`config.mk`:
```
export PLATFORM = sky130hd
export DESIGN_NAME = tsgr_queue
export DESIGN_NICKNAME = d
export VERILOG_FILES = /design/src/sv/assert_macros.svh /design/src/sv/tsgr_pkg.sv /design/src/sv/tsgr_queue.sv
export SDC_FILE = /design/constraint.sdc
export NUM_CORES = 1
export LEC_CHECK = 0
export BUFFER_PORTS_ARGS = -buffer_cell sky130_fd_sc_hd__clkbuf_2
export CAP_MARGIN = 20
export CORE_ASPECT_RATIO = 1.5
export CORE_MARGIN = 4
export CORE_UTILIZATION = 29
export DETAILED_ROUTE_END_ITERATION = 10
export SYNTH_ARGS = -nofsm -noshare
export SYNTH_HDL_FRONTEND = slang
export SYNTH_SLANG_ARGS = --single-unit
```
`constraint.sdc`:
```
create_clock -name clk -period 14.4 [get_ports clk]
set_input_delay 1.44 -clock clk [delete_from_list [all_inputs] [get_ports clk]]
set_output_delay 1.44 -clock clk [all_outputs]
set_load 0.02 [all_outputs]
```
`src/sv/assert_macros.svh`:
```
`ifndef ASSERT_MACROS_SVH
`define ASSERT_MACROS_SVH

// Property checked on every rising clock edge outside reset.
`define ASSERT_AT(lbl, prop, msg) \
    lbl: assert property (@(posedge clk) disable iff (!rst_n) (prop)) else $error(msg);

// Condition in one cycle implies a condition in the next.
`define ASSERT_NEXT(lbl, pre, post, msg) \
    lbl: assert property (@(posedge clk) disable iff (!rst_n) (pre) |=> (post)) else $error(msg);

`endif

```
`src/sv/tsgr_pkg.sv`:
```
package tsgr_pkg;

    typedef struct packed {
        logic [47:0]        sample_time;
        logic signed [47:0] sample_value;
        logic               first_of_series;
    } sample_t;

    typedef struct packed {
        logic [47:0]        grid_time;
        logic signed [47:0] grid_value;
        logic               exact_hit;
        logic               last_of_run;
        logic               truncated;
    } point_t;

    // classified request handed from front to back
    typedef struct packed {
        logic               is_first;
        logic [47:0]        t;
        logic signed [47:0] v;
        logic [47:0]        dt;
        logic [48:0]        mag;
        logic               neg;
    } job_t;

    localparam logic [47:0]        TIME_MAX = 48'hFFFF_FFFF_FFFF;
    localparam logic [47:0]        VMAX     = 48'h7FFF_FFFF_FFFF;
    localparam logic signed [49:0] SUM_MAX  = 50'sh7FFF_FFFF_FFFF;
    localparam logic signed [49:0] SUM_MIN  = -SUM_MAX - 50'sd1;

    // a + b clamped to the 48-bit signed range
    function automatic logic signed [47:0] sat_add(input logic signed [47:0] a,
                                                   input logic signed [48:0] b);
        logic signed [49:0] s;
        s = $signed({a[47], a[47], a}) + $signed({b[48], b});
        if (s > SUM_MAX)
            return SUM_MAX[47:0];
        else if (s < SUM_MIN)
            return SUM_MIN[47:0];
        else
            return s[47:0];
    endfunction

endpackage

```
`src/sv/tsgr_queue.sv`:
```
module tsgr_queue (
    input  logic           clk,
    input  logic           rst_n,
    input  logic           push,
    input  tsgr_pkg::job_t wdata,
    input  logic           pop,
    output tsgr_pkg::job_t rdata,
    output logic           empty,
    output logic           full
);
    import tsgr_pkg::*;

    job_t       mem_reg [2];
    logic       wp_reg;
    logic       rp_reg;
    logic [1:0] cnt_reg;
    logic       do_push;
    logic       do_pop;

    assign empty   = (cnt_reg == 2'd0);
    assign full    = (cnt_reg == 2'd2);
    assign do_push = push && !full;
    assign do_pop  = pop && !empty;
    assign rdata   = mem_reg[rp_reg];

    always_ff @(posedge clk)
    begin
        if (do_push)
            mem_reg[wp_reg] <= wdata;
    end

    always_ff @(posedge clk or negedge rst_n)
    begin
        if (!rst_n)
        begin
            wp_reg  <= 1'b0;
            rp_reg  <= 1'b0;
            cnt_reg <= 2'd0;
        end
        else
        begin
            if (do_push)
                wp_reg <= !wp_reg;
            if (do_pop)
                rp_reg <= !rp_reg;
            cnt_reg <= cnt_reg + {1'b0, do_push} - {1'b0, do_pop};
        end
    end

endmodule

```
==> qor.txt <==
status - complete, no violations
fin crit share - 35.0%
sequential area share after synthesis - 79.6%
Area Growth Syn to Fin - 26.2%
detailed placement HPWL - 23.6 mm
Min-Delay Path Class - reg2reg
Slew headroom - 29.1%
Setup WS pre-CTS - 9810 ps
Buf/Inv on CP - 3
gpl congestion - 0.833
VDD IR max - 0.000109 V
Setup crit start kind - flip-flop
final WL - 33.3 mm
Port Buffers - 395
die area - 55000 µm²
Die X - 193 µm
actual slew at the worst max-slew pin - 1060 ps
RSZ-0062 raised after global routing - false
kind of end point of the critical path - output pin
final count of hold timing violations - 0
fillers - 4729
number of flip-flops in the largest register - 390
Post-CTS Repair Setup Buffers - 0
mapped cell area - 14800 µm²
Post-synth ARST share - 1.02%
first-pass GRT wire length - 47.7 mm
vias per cell - 4.20
Final Critical Period - 5040 ps
share of layout cells above drive strength 1 - 60.8%
H-tree Lvls - 2
Antenna Nets Post-Route - 0
total power draw - 0.00398 W
clock buffer depth - 3
Post-synth top cells - edfxtp_1 (390), mux2_4 (140), mux2_2 (55)
Reg clk slew, reported paths - 60 ps
initial antenna violation count - 16
Power Density - 212 nW/µm²
Top Layer Used - met5
drt wl/cell - 19.0 µm
grt ovf - 0
post_cts resized - 0
Pre-Repair DR Iteration Count - 4
met3 wire len - 2.98 mm
number of global-route vias before repair - 7984
Initial Util - 29.3%
Syn Nets - 826
gr usage total - 11.6%
largest net degree at the start of global routing - 152
routed wl met2 - 17.5 mm
CTS tree - done
Leakage - 7.34 nW
crit path DAT - 3600 ps
Critical Path Most Common Cell - buf_4
Top delay family on crit path - buffers and inverters
Synth top area share - 78.9%
Starting DRT DRC Count - 290
Rows - 101
Core ar. - 50700 µm²
per-instance average area after synthesis - 23.8 µm²
FMAX - 198 MHz
top-count cell post-synth - edfxtp_1
critical-path cell list - buf_4 -> buf_4 -> mux2_2 -> clkbuf_2
YS warnings - 0
Req. time, crit path - 12960 ps
critical path class - reg2out
Max stage delay on crit path - 890 ps
ys flop type - edfxtp_1
Syn Inst Count - 625
Layout Nets - 1245
Slew Viols, Final - 0
CP max stage cell - dfrtp_4
Finish-stage setup viols - 0
synthesized flop and latch total - 394
CTS Buf Count - 38
Final WS setup - 9360 ps
worst-case clock skew - 8.67 ps
# IOs - 396
EDFF count, synth - 390
met1 wire length - 11.0 mm
hold-fix buffers at CTS - 0
post-synthesis cell type count - 15
Max Cap Violations - 0
clk_lat worst skew - 520 ps
area leader, netlist - edfxtp_1
vias - 7365
Root Driver - clkbuf_16
clock sinks - 394
DRC errors left - 0
crit path max fanout - 58
setup TNS - 0 ps
synth top area cells - edfxtp_1 (79%), mux2_4 (14%), mux2_2 (4.2%)
Die Height - 285 µm
==> layout by cell type (no fill, tap or decap), drive strengths merged <==
master | Yosys | routed
inv | 2 | 2
nand2b | 1 | 1
mux2 | 195 | 195
clkinv | 0 | 18
ha | 2 | 2
dfrtp | 4 | 4
diode | 0 | 14
xnor2 | 3 | 3
clkinvlp | 0 | 2
nor2b | 1 | 1
edfxtp | 390 | 390
buf | 22 | 6
and3 | 1 | 1
bufinv | 0 | 1
clkbuf | 0 | 442
nor2 | 2 | 2
xor2 | 1 | 1
nand2 | 1 | 1
==> power breakdown <==
part	internal (W)	switching, W
clock network	0.000534	0.000401
logic	0.000574	0.000793
registers	0.00157	0.000103
==> metal layers <==
| metal | vias up | track usage [%] |
|---|---|---|
| met5 | - | 0 |
| met4 | 4 | 7.60 |
| met3 | 89 | 3.91 |
| met2 | 308 | 20.2 |
| met1 | 3614 | 11.5 |
| li1 | 3350 | - |
==> final cells by class <==
class,count,area (µm²),area share [%]
multi-input cells,207,2820,15.1
well taps,669,837,4.47
flip-flops and latches,394,11800,63.0
clock inverters,21,128,0.681
repair buffers,401,2050,10.9
inverters,2,7.51,0.0401
clock buffers,47,1050,5.59
diodes,14,35.0,0.187
==> final timing paths <==
kind / startpoint / to / slack, ps / cells after the start
min in group asynchronous: rst_n / cnt_reg[0] / 720 / 1
max in group asynchronous: rst_n / rp_reg / 13540 / 1
max reg2reg: cnt_reg[1] / mem_reg[1][91] / 11990 / 3
min reg2reg: cnt_reg[1] / cnt_reg[1] / 500 / 1
max: rp_reg / rdata[13] / 9360 / 4
min: cnt_reg[1] / cnt_reg[1] / 500 / 1
==> stage by stage <==
stage | cells | utilization (%) | hold WS [ps] | instance area, µm²
6_report | 1755 | 37.0 | 502 | 18700
5_1_grt | 1753 | 37.0 | 523 | 18700
4_1_cts | 1741 | 36.9 | 502 | 18700
3_5_place_dp | 1673 | 34.6 | 492 | 17500
3_3_place_gp | 1673 | 34.6 | 484 | 17500
2_1_floorplan | 625 | - | 461 | 14800
==> cell families after synthesis <==
family | after synthesis | share of synthesized area (%)
adder cells (fa/ha/maj) | 2 | 0.169
XOR/XNOR | 4 | 0.236
buffers and inverters | 24 | 1.51
multiplexers | 195 | 18.3
AND/OR/NAND/NOR | 6 | 0.202
flip-flops | 394 | 79.6
Note: power is estimated with default switching activity, not from simulation.
