`config.mk`:
```
export PLATFORM = sky130hd
export DESIGN_NAME = tsgr_front
export DESIGN_NICKNAME = d
export VERILOG_FILES = /design/src/sv/assert_macros.svh /design/src/sv/tsgr_pkg.sv /design/src/sv/tsgr_front.sv
export SDC_FILE = /design/constraint.sdc
export NUM_CORES = 1
export LEC_CHECK = 0
export ABC_AREA = 0
export BUFFER_PORTS_ARGS = -buffer_cell sky130_fd_sc_hd__buf_2
export CAP_MARGIN = 0
export CORE_ASPECT_RATIO = 0.5
export CORE_MARGIN = 2
export CORE_UTILIZATION = 50
export CTS_CLUSTER_SIZE = 30
export DETAILED_ROUTE_END_ITERATION = 8
export GPL_TIMING_DRIVEN = 0
export PLACE_DENSITY = 0.83
export SLEW_MARGIN = 10
export SYNTH_ARGS = -nofsm -noshare
export SYNTH_HDL_FRONTEND = slang
export SYNTH_SLANG_ARGS = --single-unit
```
`constraint.sdc`:
```
create_clock -name clk -period 6.15 [get_ports clk]
set_clock_uncertainty 0.05 [all_clocks]
set_input_delay 1.23 -clock clk [delete_from_list [all_inputs] [get_ports clk]]
set_output_delay 1.23 -clock clk [all_outputs]
set_load 0.1 [all_outputs]
```
`src/sv/assert_macros.svh`:
```
`ifndef ASSERT_MACROS_SVH
`define ASSERT_MACROS_SVH

// Property checked on every rising clock edge outside reset.
`define ASSERT_AT(lbl, prop, msg) \
    lbl: assert property (@(posedge clk) disable iff (!rst_n) (prop)) else $error(msg);

// Condition in one cycle implies a condition in the next.
`define ASSERT_NEXT(lbl, pre, post, msg) \
    lbl: assert property (@(posedge clk) disable iff (!rst_n) (pre) |=> (post)) else $error(msg);

`endif

```
`src/sv/tsgr_pkg.sv`:
```
package tsgr_pkg;

    typedef struct packed {
        logic [47:0]        sample_time;
        logic signed [47:0] sample_value;
        logic               first_of_series;
    } sample_t;

    typedef struct packed {
        logic [47:0]        grid_time;
        logic signed [47:0] grid_value;
        logic               exact_hit;
        logic               last_of_run;
        logic               truncated;
    } point_t;

    // classified request handed from front to back
    typedef struct packed {
        logic               is_first;
        logic [47:0]        t;
        logic signed [47:0] v;
        logic [47:0]        dt;
        logic [48:0]        mag;
        logic               neg;
    } job_t;

    localparam logic [47:0]        TIME_MAX = 48'hFFFF_FFFF_FFFF;
    localparam logic [47:0]        VMAX     = 48'h7FFF_FFFF_FFFF;
    localparam logic signed [49:0] SUM_MAX  = 50'sh7FFF_FFFF_FFFF;
    localparam logic signed [49:0] SUM_MIN  = -SUM_MAX - 50'sd1;

    // a + b clamped to the 48-bit signed range
    function automatic logic signed [47:0] sat_add(input logic signed [47:0] a,
                                                   input logic signed [48:0] b);
        logic signed [49:0] s;
        s = $signed({a[47], a[47], a}) + $signed({b[48], b});
        if (s > SUM_MAX)
            return SUM_MAX[47:0];
        else if (s < SUM_MIN)
            return SUM_MIN[47:0];
        else
            return s[47:0];
    endfunction

endpackage

```
`src/sv/tsgr_front.sv`:
```
module tsgr_front (
    input  logic              clk,
    input  logic              rst_n,
    input  logic              sample_valid,
    input  tsgr_pkg::sample_t sample,
    input  logic              q_full,
    output logic              accept,
    output logic              push,
    output tsgr_pkg::job_t    job
);
    import tsgr_pkg::*;

    logic               active_reg;
    logic [47:0]        pt_reg;
    logic signed [47:0] pv_reg;
    logic signed [48:0] d;
    logic               first;

    assign accept = sample_valid && !q_full;
    assign first  = sample.first_of_series || !active_reg;
    assign d      = $signed({sample.sample_value[47], sample.sample_value})
                  - $signed({pv_reg[47], pv_reg});

    always_comb
    begin
        job.is_first = first;
        job.t        = sample.sample_time;
        job.v        = sample.sample_value;
        job.dt       = sample.sample_time - pt_reg;
        job.neg      = d[48];
        job.mag      = d[48] ? 49'(-d) : 49'(d);
    end

    // backward or repeated timestamps only update history
    assign push = accept && (first || (sample.sample_time > pt_reg));

    always_ff @(posedge clk or negedge rst_n)
    begin
        if (!rst_n)
        begin
            active_reg <= 1'b0;
            pt_reg     <= '0;
            pv_reg     <= '0;
        end
        else if (accept)
        begin
            active_reg <= 1'b1;
            pt_reg     <= sample.sample_time;
            pv_reg     <= sample.sample_value;
        end
    end

endmodule

```
==> results.cfg, run 1 <==
[setup_path]
end_kind = primary output
worst_r2r_path_depth = 1
start_kind = primary input
crit_required_ps = 4870
worstSetupPathType = in -> out
critPathMaxFanout = 10
crit_arrival_ps = 5110

[finish]
multiInputGateArea_um2 = 8860
regArea_um2 = 2430
area_delta_synth_final_pct = 39.6
nets = 2048
drive_above_1_share_pct = 35.8
nFillCells = 1687
antennaDiodeCount = 0
fin_area_um2 = 15600

[detailed_routing]
wire_per_inst_um = 17.0
drc = 0
dr_total_vias = 12300
drt-initial-drc-count = 1023
dr.pass1.iters = 5
wirelength_mm = 36.5
ant_nets = 0
viasPerCell = 5.72

[clocking]
holdBufCountCts = 0
clkLatencyLatePin_ps = 380
cts.sinks = 97
cts_root_buffer = clkbuf_16
cts_tree = yes
htreeDepth = 3
clock_path_buffers = 2
path_clk_slew_ps = 70
cts_inserted_buffers = 9

[floorplan]
dieArea_um2 = 23700
start_util_pct = 51.2
die_h_um = 110
rows = 38
core_region_area_um2 = 21800
io_pins = 298
die_w_um = 216

[power]
cellLeakagePower_nw = 7.35
power_w = 0.00706
p_per_area_nw_per_um2 = 452
ir_worst_vdd_mv = 0.592

[sta]
setup_tns_ps = -2570
relSlewSlack_pct = 39.4
min_period_over_period_pct = 104
fin_crit_ps = 6390
tightest_slew_ps = 909
timing.final.ws_setup_ps = -240
rsz0062_at_grt = yes
finalSetupViolCount = 21
max_freq_ghz = 0.156
slew_viol_final = 0
finalHoldViolCount = 0

[synthesis]
yosysSeqAreaShare_pct = 21.7
yosysWarnings = 0
synth_cells = 1503
syn-num-nets = 1703
yosysUniqueCellTypes = 80
ys_async_sr_fraction_pct = 100
ys_ff_latch = 97
synth-main-ff-cell = dfrtp_1
synth.avg_cell_area_um2 = 7.44
syn-cell-area_um2 = 11200
synth-edff-count = 0

[global_routing]
globalRouteOverflowTotal = 0
grt_max_degree = 77
grtUsageTotal_pct = 29.2
grt_pass1_wl_mm = 55.5
antenna_found_initial = 0
grt_pass1_vias = 11100

[run]
cap_viol_max_count = 0

[place]
dp_slack_ps = -1100
numPortBuffers = 297
gp_congestion = 0.946
dp_hpwl_mm = 26.9
place_area_um2 = 13800

[status]
violations = setup timing
status = finished with violations

[worst_hold_path]
hold_path_depth = 1
hp-class = reg -> reg
[path summary, 6_finish.rpt]
check                                  end        from  slack [ps]
worst max-delay path               job[49]   sample[5]        -240
worst min-delay path            active_reg  active_reg         420
worst max register to register   pv_reg[0]   pv_reg[0]        5310
worst min register to register  active_reg  active_reg         420
max in group asynchronous       pv_reg[35]       rst_n        4720
min in group asynchronous       pt_reg[35]       rst_n         640
[placed cells by master, fill, tap and decap left out, types with 29 or more instances in the layout]
cell,count
a21o_1,46
a21oi_1,95
buf_2,250
buf_4,150
dfrtp_1,97
ha_1,87
inv_1,119
nand2_1,189
nand3_1,29
nor2_1,73
o21ai_0,142
xnor2_2,42
[critical path, stage by stage]
cell	delay, ps
buf_2	120
ha_1	250
buf_2	220
or3_1	410
o211ai_1	200
buf_4	180
nand3_1	190
xnor2_2	260
o211ai_1	180
nor4b_4	360
nand4_1	200
buf_4	200
and4bb_4	380
nand3_2	110
nor4b_4	330
buf_6	280
[through the flow]
| stage | hold slack [ps] | std cells | utilization (%) |
|---|---|---|---|
| 2_1_floorplan | 391 | 1503 | - |
| 6_report | 425 | 2153 | 71.5 |
| 4_1_cts | 431 | 2140 | 68.6 |
| 5_1_grt | 450 | 2153 | 71.5 |
| 3_5_place_dp | 410 | 2101 | 63.4 |
| 3_3_place_gp | 407 | 2100 | 63.2 |
[cell families after synthesis]
family / count (synthesis) / synth area share, %
AO/OA/AOI/OAI: 461 / 25.4
AND/OR/NAND/NOR: 455 / 19.7
buffers and inverters: 268 / 12.3
XOR/XNOR: 119 / 9.32
adder cells (fa/ha/maj): 99 / 11.2
flip-flops: 97 / 21.7
multiplexers: 4 / 0.392
[synthesized netlist by cell type (3+ instances only)]
master     number  area [um^2]
and2_1          5         31.3
a21o_1         46          345
nand2_1       190          713
o21ai_0       160          801
buf_1           7         26.3
a21oi_1       116          581
a211o_1         3         26.3
ha_1           97         1210
nand3b_1        6         45.0
o21ai_1         4         20.0
o211ai_1       11         82.6
dfrtp_1        97         2430
mux2_2          3         33.8
a211oi_1       19          143
or3_1           9         56.3
a22oi_1         4         30.0
nor4_1          9         56.3
nor2_1         76          285
xnor2_1        80          701
or2_2           7         43.8
nand2b_1       15         93.8
buf_4          97          728
nand4_1        14         87.6
nor3_1         27          135
nand4b_1        5         43.8
nor4b_1         4         35.0
o31ai_1        15          113
a31oi_1        19          119
buf_2           3         15.0
inv_1         120          450
clkbuf_1       39          146
nor2b_1        21          131
o2111ai_1       4         35.0
a311oi_1        4         35.0
and3_1         19          119
a21boi_0        4         30.0
and4_1          3         26.3
nor3b_1         3         22.5
xor2_1         39          342
nand3_1        31          155
o21a_1         12         90.1
o21bai_1        7         52.6
o221ai_1        3         26.3
[metal layers]
| metal | global-route usage [%] | vias up | wire length, um |
|---|---|---|---|
| met5 | 0 | - | 0 |
| met4 | 7.98 | 0 | 905 |
| met3 | 5.73 | 78 | 2820 |
| met2 | 47.9 | 510 | 16800 |
| met1 | 39.5 | 5867 | 16000 |
| li1 | - | 5858 | - |
[repair_timing]
item                       4_1_cts  5_1_grt
gates resized for setup        137      133
setup endpoints to repair       53       56
buffers inserted                32       18
gates cloned                     0        0
pin swaps                       40       24
[power by group]
group          leakage, nW  total, W  internal [W]  switching, W
clock network        0.165  0.000658      0.000373      0.000285
logic                 6.00   0.00567       0.00150       0.00416
registers             1.19  0.000741      0.000717     0.0000230
[layout make-up]
type / instances / area share [%]
inverter: 121 / 2.96
sequential: 97 / 15.5
tap: 300 / 2.40
multi-input combinational: 1138 / 56.8
buffer: 133 / 5.71
clock buffer: 10 / 1.53
timing repair buffer: 348 / 14.5
clock inverter: 6 / 0.601
Power figures use the tool's default switching activity.
==> run 2, diff against run 1 <==
--- a/config.mk
+++ b/config.mk
@@ -15,6 +15,7 @@
 export DETAILED_ROUTE_END_ITERATION = 8
 export GPL_TIMING_DRIVEN = 0
 export PLACE_DENSITY = 0.83
+export REMOVE_ABC_BUFFERS = 1
 export SLEW_MARGIN = 10
 export SYNTH_ARGS = -nofsm -noshare
 export SYNTH_HDL_FRONTEND = slang
==> run 2 against run 1 <==
The flow still finishes with violations (setup timing). Critical path depth shrank 1. Non-clock buffer count shrank 129. Critical endpoint is now job[34]. Combinational power shrank 7.4%. Sequential share of layout area grew 1.8 points. Worst setup slack gained 98 ps. Global-route usage shrank 2.8 points. Routed wire length shrank 8.9%. Cell area shrank 10%. Die area is the same. Flip-flop and latch count is the same. Largest power group unchanged. Maximum frequency grew 1.6%.
==> results.cfg, run 2 (synthesis results as in run 1) <==
[clocking]
htreeDepth = 3
cts.sinks = 97
cts_tree = yes
cts_inserted_buffers = 9
path_clk_slew_ps = 80
clock_path_buffers = 2
cts_root_buffer = clkbuf_16
holdBufCountCts = 0
clkLatencyLatePin_ps = 380

[setup_path]
crit_required_ps = 4870
critPathMaxStageDelay_ps = 440
crit_buf_inv = 3
start_kind = primary input
crit_arrival_ps = 5010
critPathMaxFanout = 7
end_kind = primary output
worstSetupPathType = in -> out
reg2reg_from = active_reg
critPathTopFamily = compound AO/OA/AOI/OAI gates
cp_slowest_cell = or3_4
cp_cell_sequence = buf_8 > ha_4 > a21o_1 > a221o_1 > a211oi_4 > o21ai_4 > a211oi_4 > buf_6 > xnor2_4 > or2_1 > or3b_4 > or3_4 > o31ai_4 > xnor2_1 > buf_6
startpoint = sample[8]

[finish]
area_delta_synth_final_pct = 25.2
antennaDiodeCount = 0
fin_area_um2 = 14000
layout_common_cells = buf_2 (243), nand2_1 (187), o21ai_0 (143)
layout.cells.non_filler = 2027
nets = 1922
mostFrequentLayoutCell = buf_2
nFillCells = 1856
drive_above_1_share_pct = 28.3

[detailed_routing]
wirelength_mm = 33.3
ant_nets = 0
dr.pass1.iters = 5
drc = 0
dr_total_vias = 11600
viasPerCell = 5.74
drt-initial-drc-count = 1061
wire_per_inst_um = 16.4

[global_routing]
globalRouteOverflowTotal = 0
grt_pass1_wl_mm = 50.4
grt_pass1_vias = 10100
grt_max_degree = 61
antenna_found_initial = 0
grtUsageTotal_pct = 26.4

[floorplan]
core_region_area_um2 = 21800
start_util_pct = 51.2
dieArea_um2 = 23700
die_h_um = 110
rows = 38
die_w_um = 216
io_pins = 298

[sta]
fin_crit_ps = 6290
timing.final.ws_setup_ps = -142
slew_viol_final = 0
finalHoldViolCount = 0
max_freq_ghz = 0.159
relSlewSlack_pct = 48.7
min_period_over_period_pct = 102
finalSetupViolCount = 6
rsz0062_at_grt = yes
tightest_slew_ps = 767

[place]
place_area_um2 = 12300
place_inst = 1958
dp_hpwl_mm = 24.4
gp_congestion = 0.921
numPortBuffers = 297

[run]
cap_viol_max_count = 0

[power]
ir_worst_vdd_mv = 0.468
p_per_area_nw_per_um2 = 470
cellLeakagePower_nw = 6.50

[worst_hold_path]
hold_start = active_reg
hp-class = reg -> reg

[status]
status = finished with violations
violations = setup timing
## run 2: cell types whose count changed in the layout (fill, tap and decap cells not counted), sizes merged
| cell | before | now |
|---|---|---|
| inv | 123 | 122 |
| clkinv | 2 | 3 |
| clkinvlp | 0 | 3 |
| buf | 441 | 346 |
| a31oi | 19 | 20 |
| bufinv | 2 | 0 |
| clkbuf | 50 | 17 |
## run 2: cell type report
cell class / instances / area (um^2) / share of cell area (%)
Tap cell: 300 / 375 / 2.68
Timing Repair inverter: 2 / 15.0 / 0.107
Clock buffer: 11 / 243 / 1.73
Sequential cell: 97 / 2430 / 17.3
Timing Repair Buffer: 352 / 2310 / 16.5
Inverter: 121 / 460 / 3.29
Multi-Input combinational cell: 1139 / 8130 / 58.1
Clock inverter: 5 / 46.3 / 0.331
## run 2: through the flow
stage / hold slack, ps / utilization (%) / power [W] / setup slack, ps / TNS, ps
6_report: 457 / 64.2 / 0.00658 / -142 / -269
5_1_grt: 489 / 64.2 / 0.00684 / -202 / -1650
4_1_cts: 448 / 61.0 / 0.00630 / -54.8 / -272
3_5_place_dp: 422 / 56.2 / 0.00541 / -1290 / -49040
3_3_place_gp: 427 / 55.6 / 0.00539 / -5640 / -488590
2_1_floorplan: 391 / - / 0.00443 / -4490 / -315610
## run 2: path summary, 6_finish.rpt
| check | end | slack, ps | depth (start not counted) |
|---|---|---|---|
| min | active_reg | 460 | 1 |
| max reg2reg | active_reg | 5300 | 1 |
| min in group asynchronous | pt_reg[17] | 690 | 1 |
| max in group asynchronous | pv_reg[36] | 4710 | 2 |
| max | job[34] | -140 | 15 |
| min reg2reg | active_reg | 460 | 1 |
## run 2: power by group
part           internal, W  leakage (nW)  switching, W
Clock             0.000293         0.143      0.000296
Sequential        0.000717          1.19     0.0000238
Combinational      0.00126          5.17       0.00399
Total              0.00227          6.50       0.00431
## run 2: routing by layer
layer	routed length, um	track usage, %	share of wire (%)
met2	15400	44.0	46
met5	0	0	0
met4	796	7.34	2.4
met3	2260	5.09	6.8
met1	14800	35.3	44
## run 2: repair_timing
action,in CTS,in global routing
setup endpoints to repair,54,58
pin swaps,33,51
resized for setup,127,118
gates cloned,2,1
buffers inserted,27,23
